$ cat config.mk
export PLATFORM = sky130hd
export DESIGN_NAME = route_lifo_feasibility_check
export DESIGN_NICKNAME = d
export VERILOG_FILES = /design/src/rtl/rlfc_pkg.sv /design/src/rtl/route_lifo_feasibility_check.sv /design/src/rtl/rlfc_cell.sv /design/src/rtl/rlfc_route.sv
export VERILOG_INCLUDE_DIRS = /design/src /design/src/rtl
export SDC_FILE = /design/constraint.sdc
export NUM_CORES = 2
export LEC_CHECK = 0
export ABC_AREA = 1
export BUFFER_PORTS_ARGS = -buffer_cell sky130_fd_sc_hd__buf_2
export CELL_PAD_IN_SITES_DETAIL_PLACEMENT = 1
export CELL_PAD_IN_SITES_GLOBAL_PLACEMENT = 2
export CORE_ASPECT_RATIO = 0.7
export CORE_UTILIZATION = 35
export DETAILED_ROUTE_END_ITERATION = 8
export GPL_ROUTABILITY_DRIVEN = 0
export GPL_TIMING_DRIVEN = 0
export PLACE_DENSITY_LB_ADDON = 0.1
export SYNTH_ARGS = -nofsm -noshare
export SYNTH_HDL_FRONTEND = slang
export SYNTH_SLANG_ARGS = --single-unit
$ cat constraint.sdc
create_clock -name aclk -period 149.1 [get_ports aclk]
set_input_delay 22.365 -clock aclk [delete_from_list [all_inputs] [get_ports aclk]]
set_output_delay 22.365 -clock aclk [all_outputs]
set_load 0.05 [all_outputs]
$ cat src/rtl/route_lifo_feasibility_check_assert.svh
// Assertion macros used by the route checker RTL (included by rlfc_route).
// Needs aclk and aresetn in the scope where a macro is used.
`ifndef ROUTE_LIFO_FEASIBILITY_CHECK_ASSERT_SVH
`define ROUTE_LIFO_FEASIBILITY_CHECK_ASSERT_SVH

// Same-cycle implication, disabled while in reset.
`define RLFC_ASSERT_IMP(lbl, ante, cons, msg) \
    lbl: assert property (@(posedge aclk) disable iff (!aresetn) (ante) |-> (cons)) \
        else $error(msg);

// Next-cycle implication, disabled while in reset.
`define RLFC_ASSERT_NXT(lbl, ante, cons, msg) \
    lbl: assert property (@(posedge aclk) disable iff (!aresetn) (ante) |=> (cons)) \
        else $error(msg);

`endif

$ cat src/rtl/rlfc_pkg.sv
// Package for the route checker: field widths, failure codes and the
// structs passed between the route logic, the stack cells and the top level.
package rlfc_pkg;

    localparam int STOP_W = 10;
    localparam int TIME_W = 24;
    localparam int DEM_W  = 16;
    localparam int LOAD_W = 18;
    localparam int SUM_W  = 32;
    localparam int CAP_W  = 16;
    localparam int CODE_W = 3;

    typedef enum logic [CODE_W-1:0] {
        FAIL_NONE     = 3'd0,
        FAIL_LATE     = 3'd1,
        FAIL_CAPACITY = 3'd2,
        FAIL_EMPTY    = 3'd3,
        FAIL_MISMATCH = 3'd4,
        FAIL_OPEN     = 3'd5,
        FAIL_OVERFLOW = 3'd6
    } fail_code_t;

    // One stop as it arrives on the input channel.
    typedef struct packed {
        logic [STOP_W-1:0]       partner_pickup_id;
        logic                    last_stop;
        logic                    is_delivery;
        logic                    is_pickup;
        logic signed [DEM_W-1:0] demand;
        logic [TIME_W-1:0]       service_time;
        logic [TIME_W-1:0]       latest_time;
        logic [TIME_W-1:0]       earliest_time;
        logic [TIME_W-1:0]       travel_time;
        logic [STOP_W-1:0]       stop_id;
    } stop_t;

    // Shift command for the stack cells.
    typedef struct packed {
        logic push;
        logic pop;
    } stack_op_t;

    // End-of-route summary, before the cost is summed.
    typedef struct packed {
        logic             valid;
        fail_code_t       code;
        logic [SUM_W-1:0] dist_total;
        logic [SUM_W-1:0] wait_total;
    } route_res_t;

endpackage

$ cat src/rtl/route_lifo_feasibility_check.sv
// Top level of the route checker: input unpacking, the row of stack cells,
// the route state and a two-register result path. Depends on rlfc_pkg,
// rlfc_cell and rlfc_route.
//
// Usage:
//   s_ channel: one stop per transaction, s_tlast marks the final stop of a
//   route, s_tuser carries the stop kind. A result transaction on the m_
//   channel follows each final stop; other stops produce nothing.
//   cfg_wr_en/cfg_wr_data write vehicle_capacity (reset value 100); write it
//   only while no route is in flight.
// Throughput: one stop per cycle while s_tready is high. The clock, load and
//   sums are updated once per stop, and the stack is a row of cells that all
//   shift together, so the top entry is always in cell 0.
// Result path: the final stop's summary goes into the summary register when
//   it is accepted, then the cost sum goes into the output register.
// Reset: clears the route state, stack count and output valid; capacity
//   returns to 100. Stack cell contents are not reset.
// Stall: while m_tready is low a valid output register holds; one more final
//   stop can be parked in the summary register, after which s_tready drops.
//   Stops that are not final keep flowing as long as s_tready is high.
module route_lifo_feasibility_check #(
    parameter int STACK_DEPTH = 64,
    parameter int ID_BITS     = 10
) (
    input  logic         aclk,
    input  logic         aresetn,
    // Configuration: vehicle_capacity
    input  logic         cfg_wr_en,
    input  logic [15:0]  cfg_wr_data,
    // Stops
    input  logic         s_tvalid,
    output logic         s_tready,
    // [9:0] stop_id, [33:10] travel_time, [57:34] earliest_time,
    // [81:58] latest_time, [105:82] service_time, [121:106] demand,
    // [131:122] partner_pickup_id, [135:132] zero
    input  logic [135:0] s_tdata,
    // [0] is_pickup, [1] is_delivery
    input  logic [1:0]   s_tuser,
    input  logic         s_tlast,
    // Results
    output logic         m_tvalid,
    input  logic         m_tready,
    // [0] feasible, [32:1] total cost, [35:33] fail_reason, [39:36] zero
    output logic [39:0]  m_tdata
);
    import rlfc_pkg::*;

    logic [CAP_W-1:0] capacity_reg;

    // Hold capacity until the next write.
    always_ff @(posedge aclk) begin
        if (!aresetn) begin
            capacity_reg <= CAP_W'(100);
        end else if (cfg_wr_en) begin
            capacity_reg <= cfg_wr_data;
        end
    end

    stop_t stop;
    logic  accept;
    logic  p_move;

    // Unpack the stop transaction.
    always_comb begin
        stop.stop_id           = s_tdata[9:0];
        stop.travel_time       = s_tdata[33:10];
        stop.earliest_time     = s_tdata[57:34];
        stop.latest_time       = s_tdata[81:58];
        stop.service_time      = s_tdata[105:82];
        stop.demand            = s_tdata[121:106];
        stop.partner_pickup_id = s_tdata[131:122];
        stop.is_pickup         = s_tuser[0];
        stop.is_delivery       = s_tuser[1];
        stop.last_stop         = s_tlast;
    end

    logic [ID_BITS-1:0] push_id;
    stack_op_t          stack_op;
    route_res_t         res;
    logic [ID_BITS-1:0] cell_q [STACK_DEPTH];

    rlfc_route #(
        .STACK_DEPTH (STACK_DEPTH),
        .ID_BITS     (ID_BITS)
    ) u_route (
        .aclk       (aclk),
        .aresetn    (aresetn),
        .capacity   (capacity_reg),
        .stop_valid (accept),
        .stop       (stop),
        .stack_top  (cell_q[0]),
        .push_id    (push_id),
        .stack_op   (stack_op),
        .res        (res)
    );

    // Stack row: cell 0 is the top, pushes feed it from the stop id.
    for (genvar i = 0; i < STACK_DEPTH; i++) begin : g_cell
        logic [ID_BITS-1:0] above, below;
        if (i == 0) begin : g_top
            assign above = push_id;
        end else begin : g_mid
            assign above = cell_q[i-1];
        end
        if (i == STACK_DEPTH - 1) begin : g_bottom
            assign below = '0;
        end else begin : g_inner
            assign below = cell_q[i+1];
        end
        rlfc_cell #(
            .ID_BITS (ID_BITS)
        ) u_cell (
            .aclk       (aclk),
            .op         (stack_op),
            .from_above (above),
            .from_below (below),
            .q          (cell_q[i])
        );
    end

    // Result path: summary register, then output register.
    logic             p_valid_reg;
    fail_code_t       p_code_reg;
    logic [SUM_W-1:0] p_dist_reg, p_wait_reg;
    logic             o_valid_reg;
    logic [39:0]      o_data_reg, o_data_next;
    logic [SUM_W:0]   cost_sum;
    logic [SUM_W-1:0] cost_sat;

    assign p_move   = !o_valid_reg || m_tready;
    assign s_tready = !p_valid_reg || p_move;
    assign accept   = s_tvalid && s_tready;

    always_ff @(posedge aclk) begin
        if (!aresetn) begin
            p_valid_reg <= 1'b0;
        end else if (accept && res.valid) begin
            p_valid_reg <= 1'b1;
        end else if (p_move) begin
            p_valid_reg <= 1'b0;
        end
    end

    // Park the route summary; payload needs no reset.
    always_ff @(posedge aclk) begin
        if (accept && res.valid) begin
            p_code_reg <= res.code;
            p_dist_reg <= res.dist_total;
            p_wait_reg <= res.wait_total;
        end
    end

    // Cost is distance plus wait, saturating; zero for a failed route.
    always_comb begin
        cost_sum    = {1'b0, p_dist_reg} + {1'b0, p_wait_reg};
        cost_sat    = cost_sum[SUM_W] ? {SUM_W{1'b1}} : cost_sum[SUM_W-1:0];
        o_data_next = '0;
        if (p_code_reg == FAIL_NONE) begin
            o_data_next[0]    = 1'b1;
            o_data_next[32:1] = cost_sat;
        end
        o_data_next[35:33] = p_code_reg;
    end

    always_ff @(posedge aclk) begin
        if (!aresetn) begin
            o_valid_reg <= 1'b0;
        end else if (p_move) begin
            o_valid_reg <= p_valid_reg;
        end
    end

    always_ff @(posedge aclk) begin
        if (p_move && p_valid_reg) begin
            o_data_reg <= o_data_next;
        end
    end

    assign m_tvalid = o_valid_reg;
    assign m_tdata  = o_data_reg;

endmodule

$ cat src/rtl/rlfc_cell.sv
// One entry of the shifting pickup stack.
// Depends on rlfc_pkg for the shift command struct.
module rlfc_cell #(
    parameter int ID_BITS = 10
) (
    input  logic                aclk,
    input  rlfc_pkg::stack_op_t op,
    input  logic [ID_BITS-1:0]  from_above,
    input  logic [ID_BITS-1:0]  from_below,
    output logic [ID_BITS-1:0]  q
);
    import rlfc_pkg::*;

    logic [ID_BITS-1:0] data_reg;

    // Push moves entries away from the top, pop moves them toward it.
    always_ff @(posedge aclk) begin
        if (op.push) begin
            data_reg <= from_above;
        end else if (op.pop) begin
            data_reg <= from_below;
        end
    end

    assign q = data_reg;

endmodule

$ cat src/rtl/rlfc_route.sv
// Per-stop route state: clock, load, sums, failure code and stack count.
// Depends on rlfc_pkg and the assertion macro header.
module rlfc_route #(
    parameter int STACK_DEPTH = 64,
    parameter int ID_BITS     = 10
) (
    input  logic                          aclk,
    input  logic                          aresetn,
    input  logic [rlfc_pkg::CAP_W-1:0]    capacity,
    input  logic                          stop_valid,
    input  rlfc_pkg::stop_t               stop,
    input  logic [ID_BITS-1:0]            stack_top,
    output logic [ID_BITS-1:0]            push_id,
    output rlfc_pkg::stack_op_t           stack_op,
    output rlfc_pkg::route_res_t          res
);
    import rlfc_pkg::*;
    `include "route_lifo_feasibility_check_assert.svh"

    localparam int CNT_W = $clog2(STACK_DEPTH + 1);
    localparam int PAD_W = (ID_BITS > STOP_W) ? ID_BITS : STOP_W;

    localparam logic [LOAD_W-1:0] LOAD_MAX = {1'b0, {(LOAD_W-1){1'b1}}};
    localparam logic [LOAD_W-1:0] LOAD_MIN = {1'b1, {(LOAD_W-1){1'b0}}};

    logic [SUM_W-1:0]  clock_reg, clock_next;
    logic [LOAD_W-1:0] load_reg, load_next;
    logic [SUM_W-1:0]  wait_reg, wait_next;
    logic [SUM_W-1:0]  dist_reg, dist_next;
    logic              start_reg, start_next;
    fail_code_t        fail_reg, fail_next;
    logic [CNT_W-1:0]  cnt_reg, cnt_next;

    logic [PAD_W-1:0]   stop_pad, partner_pad;
    logic [ID_BITS-1:0] stop_k, partner_k;

    // Compare ids on their low ID_BITS bits.
    assign stop_pad    = PAD_W'(stop.stop_id);
    assign partner_pad = PAD_W'(stop.partner_pickup_id);
    assign stop_k      = stop_pad[ID_BITS-1:0];
    assign partner_k   = partner_pad[ID_BITS-1:0];
    assign push_id     = stop_k;

    logic [SUM_W:0]    arr_sum, dist_sum, wait_sum, serve_sum;
    logic [SUM_W-1:0]  arrive, early_w, late_w, ready_t;
    logic [SUM_W-1:0]  dist_sat, wait_sat, depart;
    logic              is_early, late_hit;
    logic [LOAD_W:0]   load_sum;
    logic [LOAD_W-1:0] load_sat;
    logic              over_cap, pick_ok, drop_ok, stack_full;
    logic [ID_BITS-1:0] match_id;

    // Time and load arithmetic for the current stop.
    always_comb begin
        early_w   = SUM_W'(stop.earliest_time);
        late_w    = SUM_W'(stop.latest_time);
        arr_sum   = {1'b0, clock_reg} + (SUM_W+1)'(stop.travel_time);
        arrive    = arr_sum[SUM_W] ? {SUM_W{1'b1}} : arr_sum[SUM_W-1:0];
        dist_sum  = {1'b0, dist_reg} + (SUM_W+1)'(stop.travel_time);
        dist_sat  = dist_sum[SUM_W] ? {SUM_W{1'b1}} : dist_sum[SUM_W-1:0];
        is_early  = (arrive <= early_w);
        wait_sum  = {1'b0, wait_reg} + {1'b0, early_w - arrive};
        wait_sat  = is_early ? (wait_sum[SUM_W] ? {SUM_W{1'b1}} : wait_sum[SUM_W-1:0])
                             : wait_reg;
        ready_t   = is_early ? early_w : arrive;
        late_hit  = !is_early && !start_reg && (arrive > late_w);
        serve_sum = {1'b0, ready_t} + (SUM_W+1)'(stop.service_time);
        depart    = serve_sum[SUM_W] ? {SUM_W{1'b1}} : serve_sum[SUM_W-1:0];

        load_sum = {load_reg[LOAD_W-1], load_reg}
                 + {{(LOAD_W+1-DEM_W){stop.demand[DEM_W-1]}}, stop.demand};
        if (load_sum[LOAD_W] != load_sum[LOAD_W-1]) begin
            load_sat = load_sum[LOAD_W] ? LOAD_MIN : LOAD_MAX;
        end else begin
            load_sat = load_sum[LOAD_W-1:0];
        end
        over_cap = $signed(load_sat) > $signed({{(LOAD_W-CAP_W){1'b0}}, capacity});

        pick_ok    = stop.is_pickup && (stop_k != '0);
        drop_ok    = stop.is_delivery && (stop_k != '0);
        stack_full = (cnt_reg == CNT_W'(STACK_DEPTH));
        // A stop that picks up and delivers checks against its own push.
        match_id   = pick_ok ? stop_k : stack_top;
    end

    // Next state, stack command and end-of-route summary.
    always_comb begin
        clock_next = clock_reg;
        load_next  = load_reg;
        wait_next  = wait_reg;
        dist_next  = dist_reg;
        start_next = start_reg;
        fail_next  = fail_reg;
        cnt_next   = cnt_reg;
        stack_op   = '0;
        res        = '0;

        if (stop_valid) begin
            if (fail_reg != FAIL_NONE) begin
                start_next = 1'b0;
            end else begin
                dist_next  = dist_sat;
                wait_next  = wait_sat;
                clock_next = arrive;
                if (late_hit) begin
                    fail_next = FAIL_LATE;
                end else begin
                    clock_next = depart;
                    load_next  = load_sat;
                    priority if (start_reg) begin
                        start_next = 1'b0;
                    end else if (over_cap) begin
                        fail_next = FAIL_CAPACITY;
                    end else if (pick_ok && stack_full) begin
                        fail_next = FAIL_OVERFLOW;
                    end else if (drop_ok && !pick_ok && (cnt_reg == '0)) begin
                        fail_next = FAIL_EMPTY;
                    end else if (drop_ok && (match_id != partner_k)) begin
                        fail_next = FAIL_MISMATCH;
                    end else if (drop_ok && !pick_ok) begin
                        stack_op.pop = 1'b1;
                        cnt_next     = cnt_reg - CNT_W'(1);
                    end else if (pick_ok && !drop_ok) begin
                        stack_op.push = 1'b1;
                        cnt_next      = cnt_reg + CNT_W'(1);
                    end else begin
                        // Push and matching pop cancel out.
                        stack_op = '0;
                    end
                end
            end

            if (stop.last_stop) begin
                res.valid      = 1'b1;
                res.code       = ((fail_next == FAIL_NONE) && (cnt_next != '0)) ?
                                 FAIL_OPEN : fail_next;
                res.dist_total = dist_next;
                res.wait_total = wait_next;
                clock_next     = '0;
                load_next      = '0;
                wait_next      = '0;
                dist_next      = '0;
                start_next     = 1'b1;
                fail_next      = FAIL_NONE;
                cnt_next       = '0;
            end
        end
    end

    always_ff @(posedge aclk) begin
        if (!aresetn) begin
            clock_reg <= '0;
            load_reg  <= '0;
            wait_reg  <= '0;
            dist_reg  <= '0;
            start_reg <= 1'b1;
            fail_reg  <= FAIL_NONE;
            cnt_reg   <= '0;
        end else begin
            clock_reg <= clock_next;
            load_reg  <= load_next;
            wait_reg  <= wait_next;
            dist_reg  <= dist_next;
            start_reg <= start_next;
            fail_reg  <= fail_next;
            cnt_reg   <= cnt_next;
        end
    end

    `RLFC_ASSERT_IMP(a_cnt_bound, 1'b1, cnt_reg <= CNT_W'(STACK_DEPTH), "stack count over depth")
    `RLFC_ASSERT_IMP(a_op_excl, 1'b1, !(stack_op.push && stack_op.pop), "push and pop together")
    `RLFC_ASSERT_IMP(a_no_op_failed, fail_reg != FAIL_NONE, stack_op == '0, "stack moved after failure")
    `RLFC_ASSERT_NXT(a_route_clear, stop_valid && stop.last_stop, (cnt_reg == '0) && start_reg && (fail_reg == FAIL_NONE), "route state not cleared")

endmodule

Word-level counts from Yosys, hierarchy flattened
Cells that the tools add are included.
{ "classes": {"addsub": 9, "magnitude_cmp": 3, "n_eq_ne": 6, "reduce_logical": 34, "n_mux": 188, "bitwise_logic": 2} }
{ "op_table": {"columns": ["op", "n"], "rows": [
  ["10-bit 2-to-1 mux", 129],
  ["32-bit 2-to-1 mux", 14],
  ["68-bit 2-to-1 mux", 2],
  ["32-bit by 24-bit adder with 33-bit output", 3],
  ["18-bit 2-to-1 mux", 5],
  ["7-bit 2-to-1 mux", 11],
  ["32-bit by 32-bit adder with 33-bit output", 2],
  ["32-bit by 24-bit > comparator with 1-bit output", 1],
  ["32-bit by 24-bit less-or-equal comparator with 1-bit output", 1],
  ["24-bit by 32-bit subtractor with 32-bit output", 1],
  ["3-bit 2-to-1 mux", 10],
  ["18-bit by 16-bit adder with 19-bit output", 1],
  ["18-bit by 17-bit > comparator with 1-bit output", 1],
  ["2-bit 2-to-1 mux", 8],
  ["1-bit logical AND", 13],
  ["10-bit != test", 1],
  ["10-bit nonzero test", 1],
  ["1-bit 2-to-1 mux", 9],
  ["7-bit by 1-bit adder with 7-bit output, second input constant", 1],
  ["7-bit equality test, second input constant", 1],
  ["7-bit zero test", 1],
  ["7-bit nonzero test", 1],
  ["7-bit by 1-bit subtractor with 7-bit output, second input constant", 1],
  ["1-bit zero test", 6],
  ["other kinds (11)", 18]
]} }
{ "totals": {"wordCells": 322, "out_inout_bits": 42, "input_bits": 160, "regBits": 886} }

Longest topological paths before layout
{ "logic_depth": {"word_depth": 21, "mapped_depth": 44, "ltp_nobuf": 43} }

Hierarchy
From an unflattened synthesis, not the netlist that was laid out.
{ "unflattened": {"cells_unflattened": 6294, "area_unflattened_um2": 51335.5} }
{ "modules_own_cells": {"columns": ["module", "seq_area_each_um2", "cells_per_inst", "area_per_inst_um2", "instances"], "rows": [
  ["rlfc_cell", 300.3, 43, 434.2, 64],
  ["rlfc_route", 2502.4, 2750, 16873.7, 1],
  ["route_lifo_feasibility_check", 3453.3, 792, 6675.2, 1]
]} }

Worst setup path before layout
No wires, ideal clock.
{ "synth_path": {"path_kind": "in2reg", "start": "input port s_tdata[108]", "end": "register g_cell[0].u_cell.data_reg[0] (enable)", "setup_slack_ns": 56.102, "required_time_ns": 145.733, "path_buffers": 2, "t_arrival_ns": 89.631, "setup_time_ns": 3.367, "cell_stages": 34, "path_cell_list": "ha_1 -> nand3_1 -> nand2_1 -> a31oi_1 -> o21ai_0 -> nand3_1 -> o2111a_1 -> nor2_1 -> nor2_1 -> o21bai_1 -> xor2_1 -> inv_1 -> ha_1 -> clkbuf_1 -> nand2_1 -> inv_1 -> clkbuf_1 -> nor2_1 -> ha_1 -> inv_1 -> nor2_1 -> o21ai_0 -> nand3_1 -> nand2_1 -> nand2_1 -> nand2_1 -> nand2_1 -> nand2_1 -> nand2_1 -> nand2_1 -> nand2_1 -> nand2_1 -> nand2_1 -> o41ai_1"} }
{ "synth_via": {"elab_chain_cells": 10, "word_cells_on_any_way": 11, "cone_classes": "1 x add/sub; 1 x order compare; 1 x eq/ne; 7 x mux; 1 x reduce/logical"} }
{ "synth_rtl": {"columns": ["element", "line", "text"], "rows": [
  ["start, declared", "route_lifo_feasibility_check.sv:36", "input logic [135:0] s_tdata,"],
  ["18-bit by 16-bit adder with 19-bit output (*)", "rlfc_route.sv:71", "+ {{(LOAD_W+1-DEM_W){stop.demand[DEM_W-1]}}, stop.demand};"],
  ["18-bit 2-to-1 mux / 1-bit != test (equally long branches)", "rlfc_route.sv:73, rlfc_route.sv:72", null],
  ["18-bit 2-to-1 mux (*)", "rlfc_route.sv:72", "if (load_sum[LOAD_W] != load_sum[LOAD_W-1]) begin"],
  ["18-bit by 17-bit > comparator with 1-bit output (*)", "rlfc_route.sv:77", "over_cap = $signed(load_sat) > $signed({{(LOAD_W-CAP_W){1'b0}}, capacity});"],
  ["2-bit 2-to-1 mux (*)", "rlfc_route.sv:112", "end else if (over_cap) begin"],
  ["2-bit 2-to-1 mux (*)", "rlfc_route.sv:110", "priority if (start_reg) begin"],
  ["2-bit 2-to-1 mux (*)", "rlfc_route.sv:105", "if (late_hit) begin"],
  ["2-bit 2-to-1 mux (*)", "rlfc_route.sv:99", "if (fail_reg != FAIL_NONE) begin"],
  ["2-bit 2-to-1 mux (*)", "rlfc_route.sv:98", "if (stop_valid) begin"],
  ["2-bit nonzero test (no source line) (*)", null, null],
  ["end signal, assigned", "rlfc_cell.sv:19", "data_reg <= from_above;"],
  ["end signal, assigned", "rlfc_cell.sv:21", "data_reg <= from_below;"],
  ["end, declared", "rlfc_cell.sv:14", "logic [ID_BITS-1:0] data_reg;"]
]} }
Every way passes the cells marked *; elsewhere a longest branch is shown, timed or not.
A chain may end at the register's enable or synchronous reset.

Worst setup path after layout
{ "layout_path": {"start": "input port m_tready", "end": "output port s_tready"} }
{ "layout_via": {"elab_chain_cells": 2} }
{ "layout_rtl": {"columns": ["element", "line", "text"], "rows": [
  ["start, declared", "route_lifo_feasibility_check.sv:42", "input logic m_tready,"],
  ["1-bit logical OR", "route_lifo_feasibility_check.sv:130", "assign p_move = !o_valid_reg || m_tready;"],
  ["1-bit logical OR", "route_lifo_feasibility_check.sv:131", "assign s_tready = !p_valid_reg || p_move;"],
  ["end, declared", "route_lifo_feasibility_check.sv:32", "output logic s_tready,"]
]} }
Every way passes these cells.

==> impl_metrics.env <==
export IMPL_critical_path_startpoint="m_tready"
export IMPL_worst_r2r_path_cells=52
export IMPL_clkTransAtPathRegs_ns=0.06
export IMPL_grt_pass1_wl_mm=247.9
export IMPL_achievable_clock_frequency_mhz=22.02
export IMPL_timing_max_slew_rel_slack_pct=16.70
export IMPL_dpl_worst_slack_ns=103.67
export IMPL_die_area_um2=144800
export IMPL_post_drt_wl_per_cell_um=19.99
export IMPL_dpl_cell_area_um2=54240
export IMPL_core_occupancy_in_the_finished_layout_pct=40.63
export IMPL_cp_arrival_ns=23.05
export IMPL_avgSynthCellArea_um2=8.875
export IMPL_worstMarginPinSlew_ns=1.240
export IMPL_place_detailed_hpwl_mm=128.1
export IMPL_post_layout_total_power_w=0.001011
export IMPL_postSynth_asyncResetShare_pct=0
export IMPL_ant_nets=0
export IMPL_synth_top_family_by_area="simple AND/OR/NAND/NOR gates"
export IMPL_share_of_cells_above_drive_strength_1_pct=15.08
export IMPL_globalRoute_totalOverflow=0
export IMPL_final_seq_area_um2=25170
export IMPL_ys_types=63
export IMPL_min_delay_path_class="register to register"
export IMPL_irDropWorstVdd_mv=0.01137
export IMPL_synth_edff_count=743
export IMPL_drt_pass1_iter_count=5
export IMPL_postRouteWirelength_mm=159.7
export IMPL_num_fill_cells=16536
export IMPL_finalCritPeriodShare_pct=30.46
export IMPL_io_pins=202
export IMPL_worst_setup_path_end_kind="primary output"
export IMPL_worst_skew_pair_late_latency_ns=0.72
export IMPL_grt_antenna_before_repair=10
export IMPL_number_of_clock_sinks=886
export IMPL_period_needed_ns=45.41
export IMPL_first_global_vias=41738
export IMPL_hold_buffers=0
export IMPL_final_critical_path_setup_slack_ns=103.69
export IMPL_synth_compound_area_share_pct=15.86
export IMPL_synth_mux_area_share_pct=0.5315
export IMPL_number_of_flip_flops_in_the_largest_register=640
export IMPL_mappedNetlistArea_um2=50150
export IMPL_grt_setup_unrepaired="no"
export IMPL_p_switching_w=0.0004324
export IMPL_critical_path_peak_fanout=2
export IMPL_cts_htree_levels=3
export IMPL_post_synthesis_xor_xnor_area_fraction_pct=2.602
export IMPL_vias=40190
export IMPL_die_h_um=318.7
export IMPL_synth_top_cell_area_share_pct=44.49
export IMPL_fin_area_um2=57400
export IMPL_power_density_cell_area_nw_per_um2=17.61
export IMPL_synth_adder_area_share_pct=5.819
export IMPL_start_kind="primary input"
export IMPL_post_synth_top_count_cell="sky130_fd_sc_hd__nand2_1"
export IMPL_yosys_most_used_dff="sky130_fd_sc_hd__edfxtp_1"
export IMPL_timing_hold_worst_path_depth=0
export IMPL_max_capacitance_violation_count=0
export IMPL_multiInputGateArea_um2=21170
export IMPL_finalHoldViolCount=0
export IMPL_dr_first_iter_drc_count=2465
export IMPL_internal_power_w=0.0005785
export IMPL_timing_hold_worst_start="p_code_reg[0]"
export IMPL_nNetsFinal=6425
export IMPL_power_share_sequential_pct=29.3
export IMPL_pwr_share_comb_pct=46.5
export IMPL_synthToLayoutAreaGrowth_pct=14.47
export IMPL_detail_route_vias_per_cell=5.029
export IMPL_power_switching_share_pct=42.77
export IMPL_fin_setup_tns_ns=0
export IMPL_finalSetupViolations=0
export IMPL_cts_tree="done"
export IMPL_synth_area_top_cells="sky130_fd_sc_hd__edfxtp_1, sky130_fd_sc_hd__nand2_1, sky130_fd_sc_hd__dfxtp_1, sky130_fd_sc_hd__ha_1, sky130_fd_sc_hd__inv_1"
export IMPL_row_count=115
export IMPL_yosys_area_share_simple_pct=17.32
export IMPL_ys_seq_elements=886
export IMPL_timing_worst_setup_path_type="primary input to primary output"
export IMPL_synth_commonest_cells="sky130_fd_sc_hd__nand2_1, sky130_fd_sc_hd__edfxtp_1, sky130_fd_sc_hd__inv_1, sky130_fd_sc_hd__nor2_1, sky130_fd_sc_hd__a21oi_1"
export IMPL_io_buffers=192
export IMPL_grt_start_max_net_pins=34
export IMPL_clock_group_share_of_total_power_pct=24.1
export IMPL_timing_critical_path_required_ns=126.73
export IMPL_clk_root_buffer_cell="sky130_fd_sc_hd__clkbuf_16"
export IMPL_drt_drc_violations_left=0
export IMPL_die_width_um=454.4
export IMPL_core_region_area_um2=141300
export IMPL_pins_over_their_slew_limit=0
export IMPL_cts_buffers=96
export IMPL_post_cts_buffers=0
export IMPL_static_leakage_power_nw=24.66
export IMPL_starting_density_of_the_core_pct=35.49
export IMPL_outcome="finished clean"
export IMPL_yosysWarningCount=0
export IMPL_grt_total_usage_pct=22.03
export IMPL_ctsResizeCount=0
export IMPL_finalClockSkew_ns=0.03277
export IMPL_synthDominantAreaCellType="sky130_fd_sc_hd__edfxtp_1"
export IMPL_syn_instance_count=5650
export IMPL_yosysSeqAreaShare_pct=50.20
export IMPL_startpoint_of_the_worst_slack_reg_to_reg_timing_path="u_route.load_reg[2]"
export IMPL_cts_path_max_buffers=3
==> path summary, 6_finish.rpt <==
path	end	slack (ns)
min	m_tdata[33]	0.45
max	s_tready	103.69
min reg2reg	m_tdata[33]	0.45
max reg2reg	g_cell[7].u_cell.q[6]	138.12
==> placed cells by master (no fill, tap or decap), types with 9 or more instances in the layout <==
| cell type | n |
|---|---|
| sky130_fd_sc_hd__nand2_1 | 1160 |
| sky130_fd_sc_hd__edfxtp_1 | 743 |
| sky130_fd_sc_hd__inv_1 | 692 |
| sky130_fd_sc_hd__nor2_1 | 625 |
| sky130_fd_sc_hd__a21oi_1 | 390 |
| sky130_fd_sc_hd__a21oi_2 | 281 |
| sky130_fd_sc_hd__o21ai_0 | 262 |
| sky130_fd_sc_hd__buf_2 | 244 |
| sky130_fd_sc_hd__ha_1 | 222 |
| sky130_fd_sc_hd__o21ai_1 | 214 |
| sky130_fd_sc_hd__nand3_1 | 164 |
| sky130_fd_sc_hd__clkbuf_1 | 156 |
| sky130_fd_sc_hd__dfxtp_1 | 143 |
| sky130_fd_sc_hd__clkbuf_16 | 96 |
| sky130_fd_sc_hd__buf_4 | 88 |
| sky130_fd_sc_hd__xor2_1 | 84 |
| sky130_fd_sc_hd__or2_2 | 71 |
| sky130_fd_sc_hd__xnor2_1 | 65 |
| sky130_fd_sc_hd__buf_6 | 40 |
| sky130_fd_sc_hd__o211ai_1 | 39 |
| sky130_fd_sc_hd__nand4_1 | 35 |
| sky130_fd_sc_hd__a31oi_1 | 32 |
| sky130_fd_sc_hd__nor3_1 | 27 |
| sky130_fd_sc_hd__clkinv_1 | 23 |
| sky130_fd_sc_hd__o21a_1 | 17 |
| sky130_fd_sc_hd__clkinv_2 | 16 |
| sky130_fd_sc_hd__a21boi_0 | 14 |
| sky130_fd_sc_hd__inv_2 | 12 |
| sky130_fd_sc_hd__o21bai_1 | 11 |
| sky130_fd_sc_hd__mux2_4 | 11 |
| sky130_fd_sc_hd__bufinv_16 | 10 |
| sky130_fd_sc_hd__nand3b_1 | 9 |
==> kinds of logic (layout without fill, tap and decap cells) <==
logic type,count (synthesis),in the layout
xor gates and xnor gates,149,149
DFF,886,886
other,1,7
AOI/OAI and AO/OA,1304,1304
and+or+nand+nor,2127,2127
muxes,20,20
buffers and inverters,934,1397
adders and majority gates,229,229
==> power by group through the flow <==
stage | Clock (W) | Sequential (W) | Combinational, W
floorplan | 0 | 0.000317 | 0.000317
detailed placement | 0 | 0.000302 | 0.000466
finish | 0.000244 | 0.000297 | 0.000470
global placement | 0 | 0.000330 | 0.000457
global route | 0.000260 | 0.000298 | 0.000524
CTS | 0.000251 | 0.000297 | 0.000469
==> metrics by stage <==
stage | cells | hold WS (ns)
after floorplan | 5653 | 0.4274
after global placement | 7717 | 0.4404
after detailed placement | 7810 | 0.4395
after CTS | 7988 | 0.4540
after global routing | 7988 | 0.4768
final | 7991 | 0.4525
==> worst max-delay path: stages <==
cell	delay, ns
sky130_fd_sc_hd__buf_2	0.09
sky130_fd_sc_hd__inv_1	0.09
sky130_fd_sc_hd__nand2_1	0.08
sky130_fd_sc_hd__nor2_1	0.14
sky130_fd_sc_hd__inv_1	0.07
sky130_fd_sc_hd__buf_2	0.21
==> layout make-up <==
class	count	area share, %
Multi-Input combinational cell	3833	36.88
Timing Repair Buffer	285	2.995
Buffer	225	2.055
Clock buffer	123	4.431
Inverter	709	4.636
Tap cell	1872	4.080
Clock inverter	55	1.057
Sequential cell	886	43.86
Antenna cell	3	0.01308
==> metal layers <==
metal	routed length [um]	track usage, %	vias up
met5	0	0	-
met4	2828	4.145	0
met3	4784	2.740	158
met2	67390	32.53	501
met1	84730	34.20	19750
li1	-	-	19781
No activity file was read; power rests on OpenSTA's default activity.
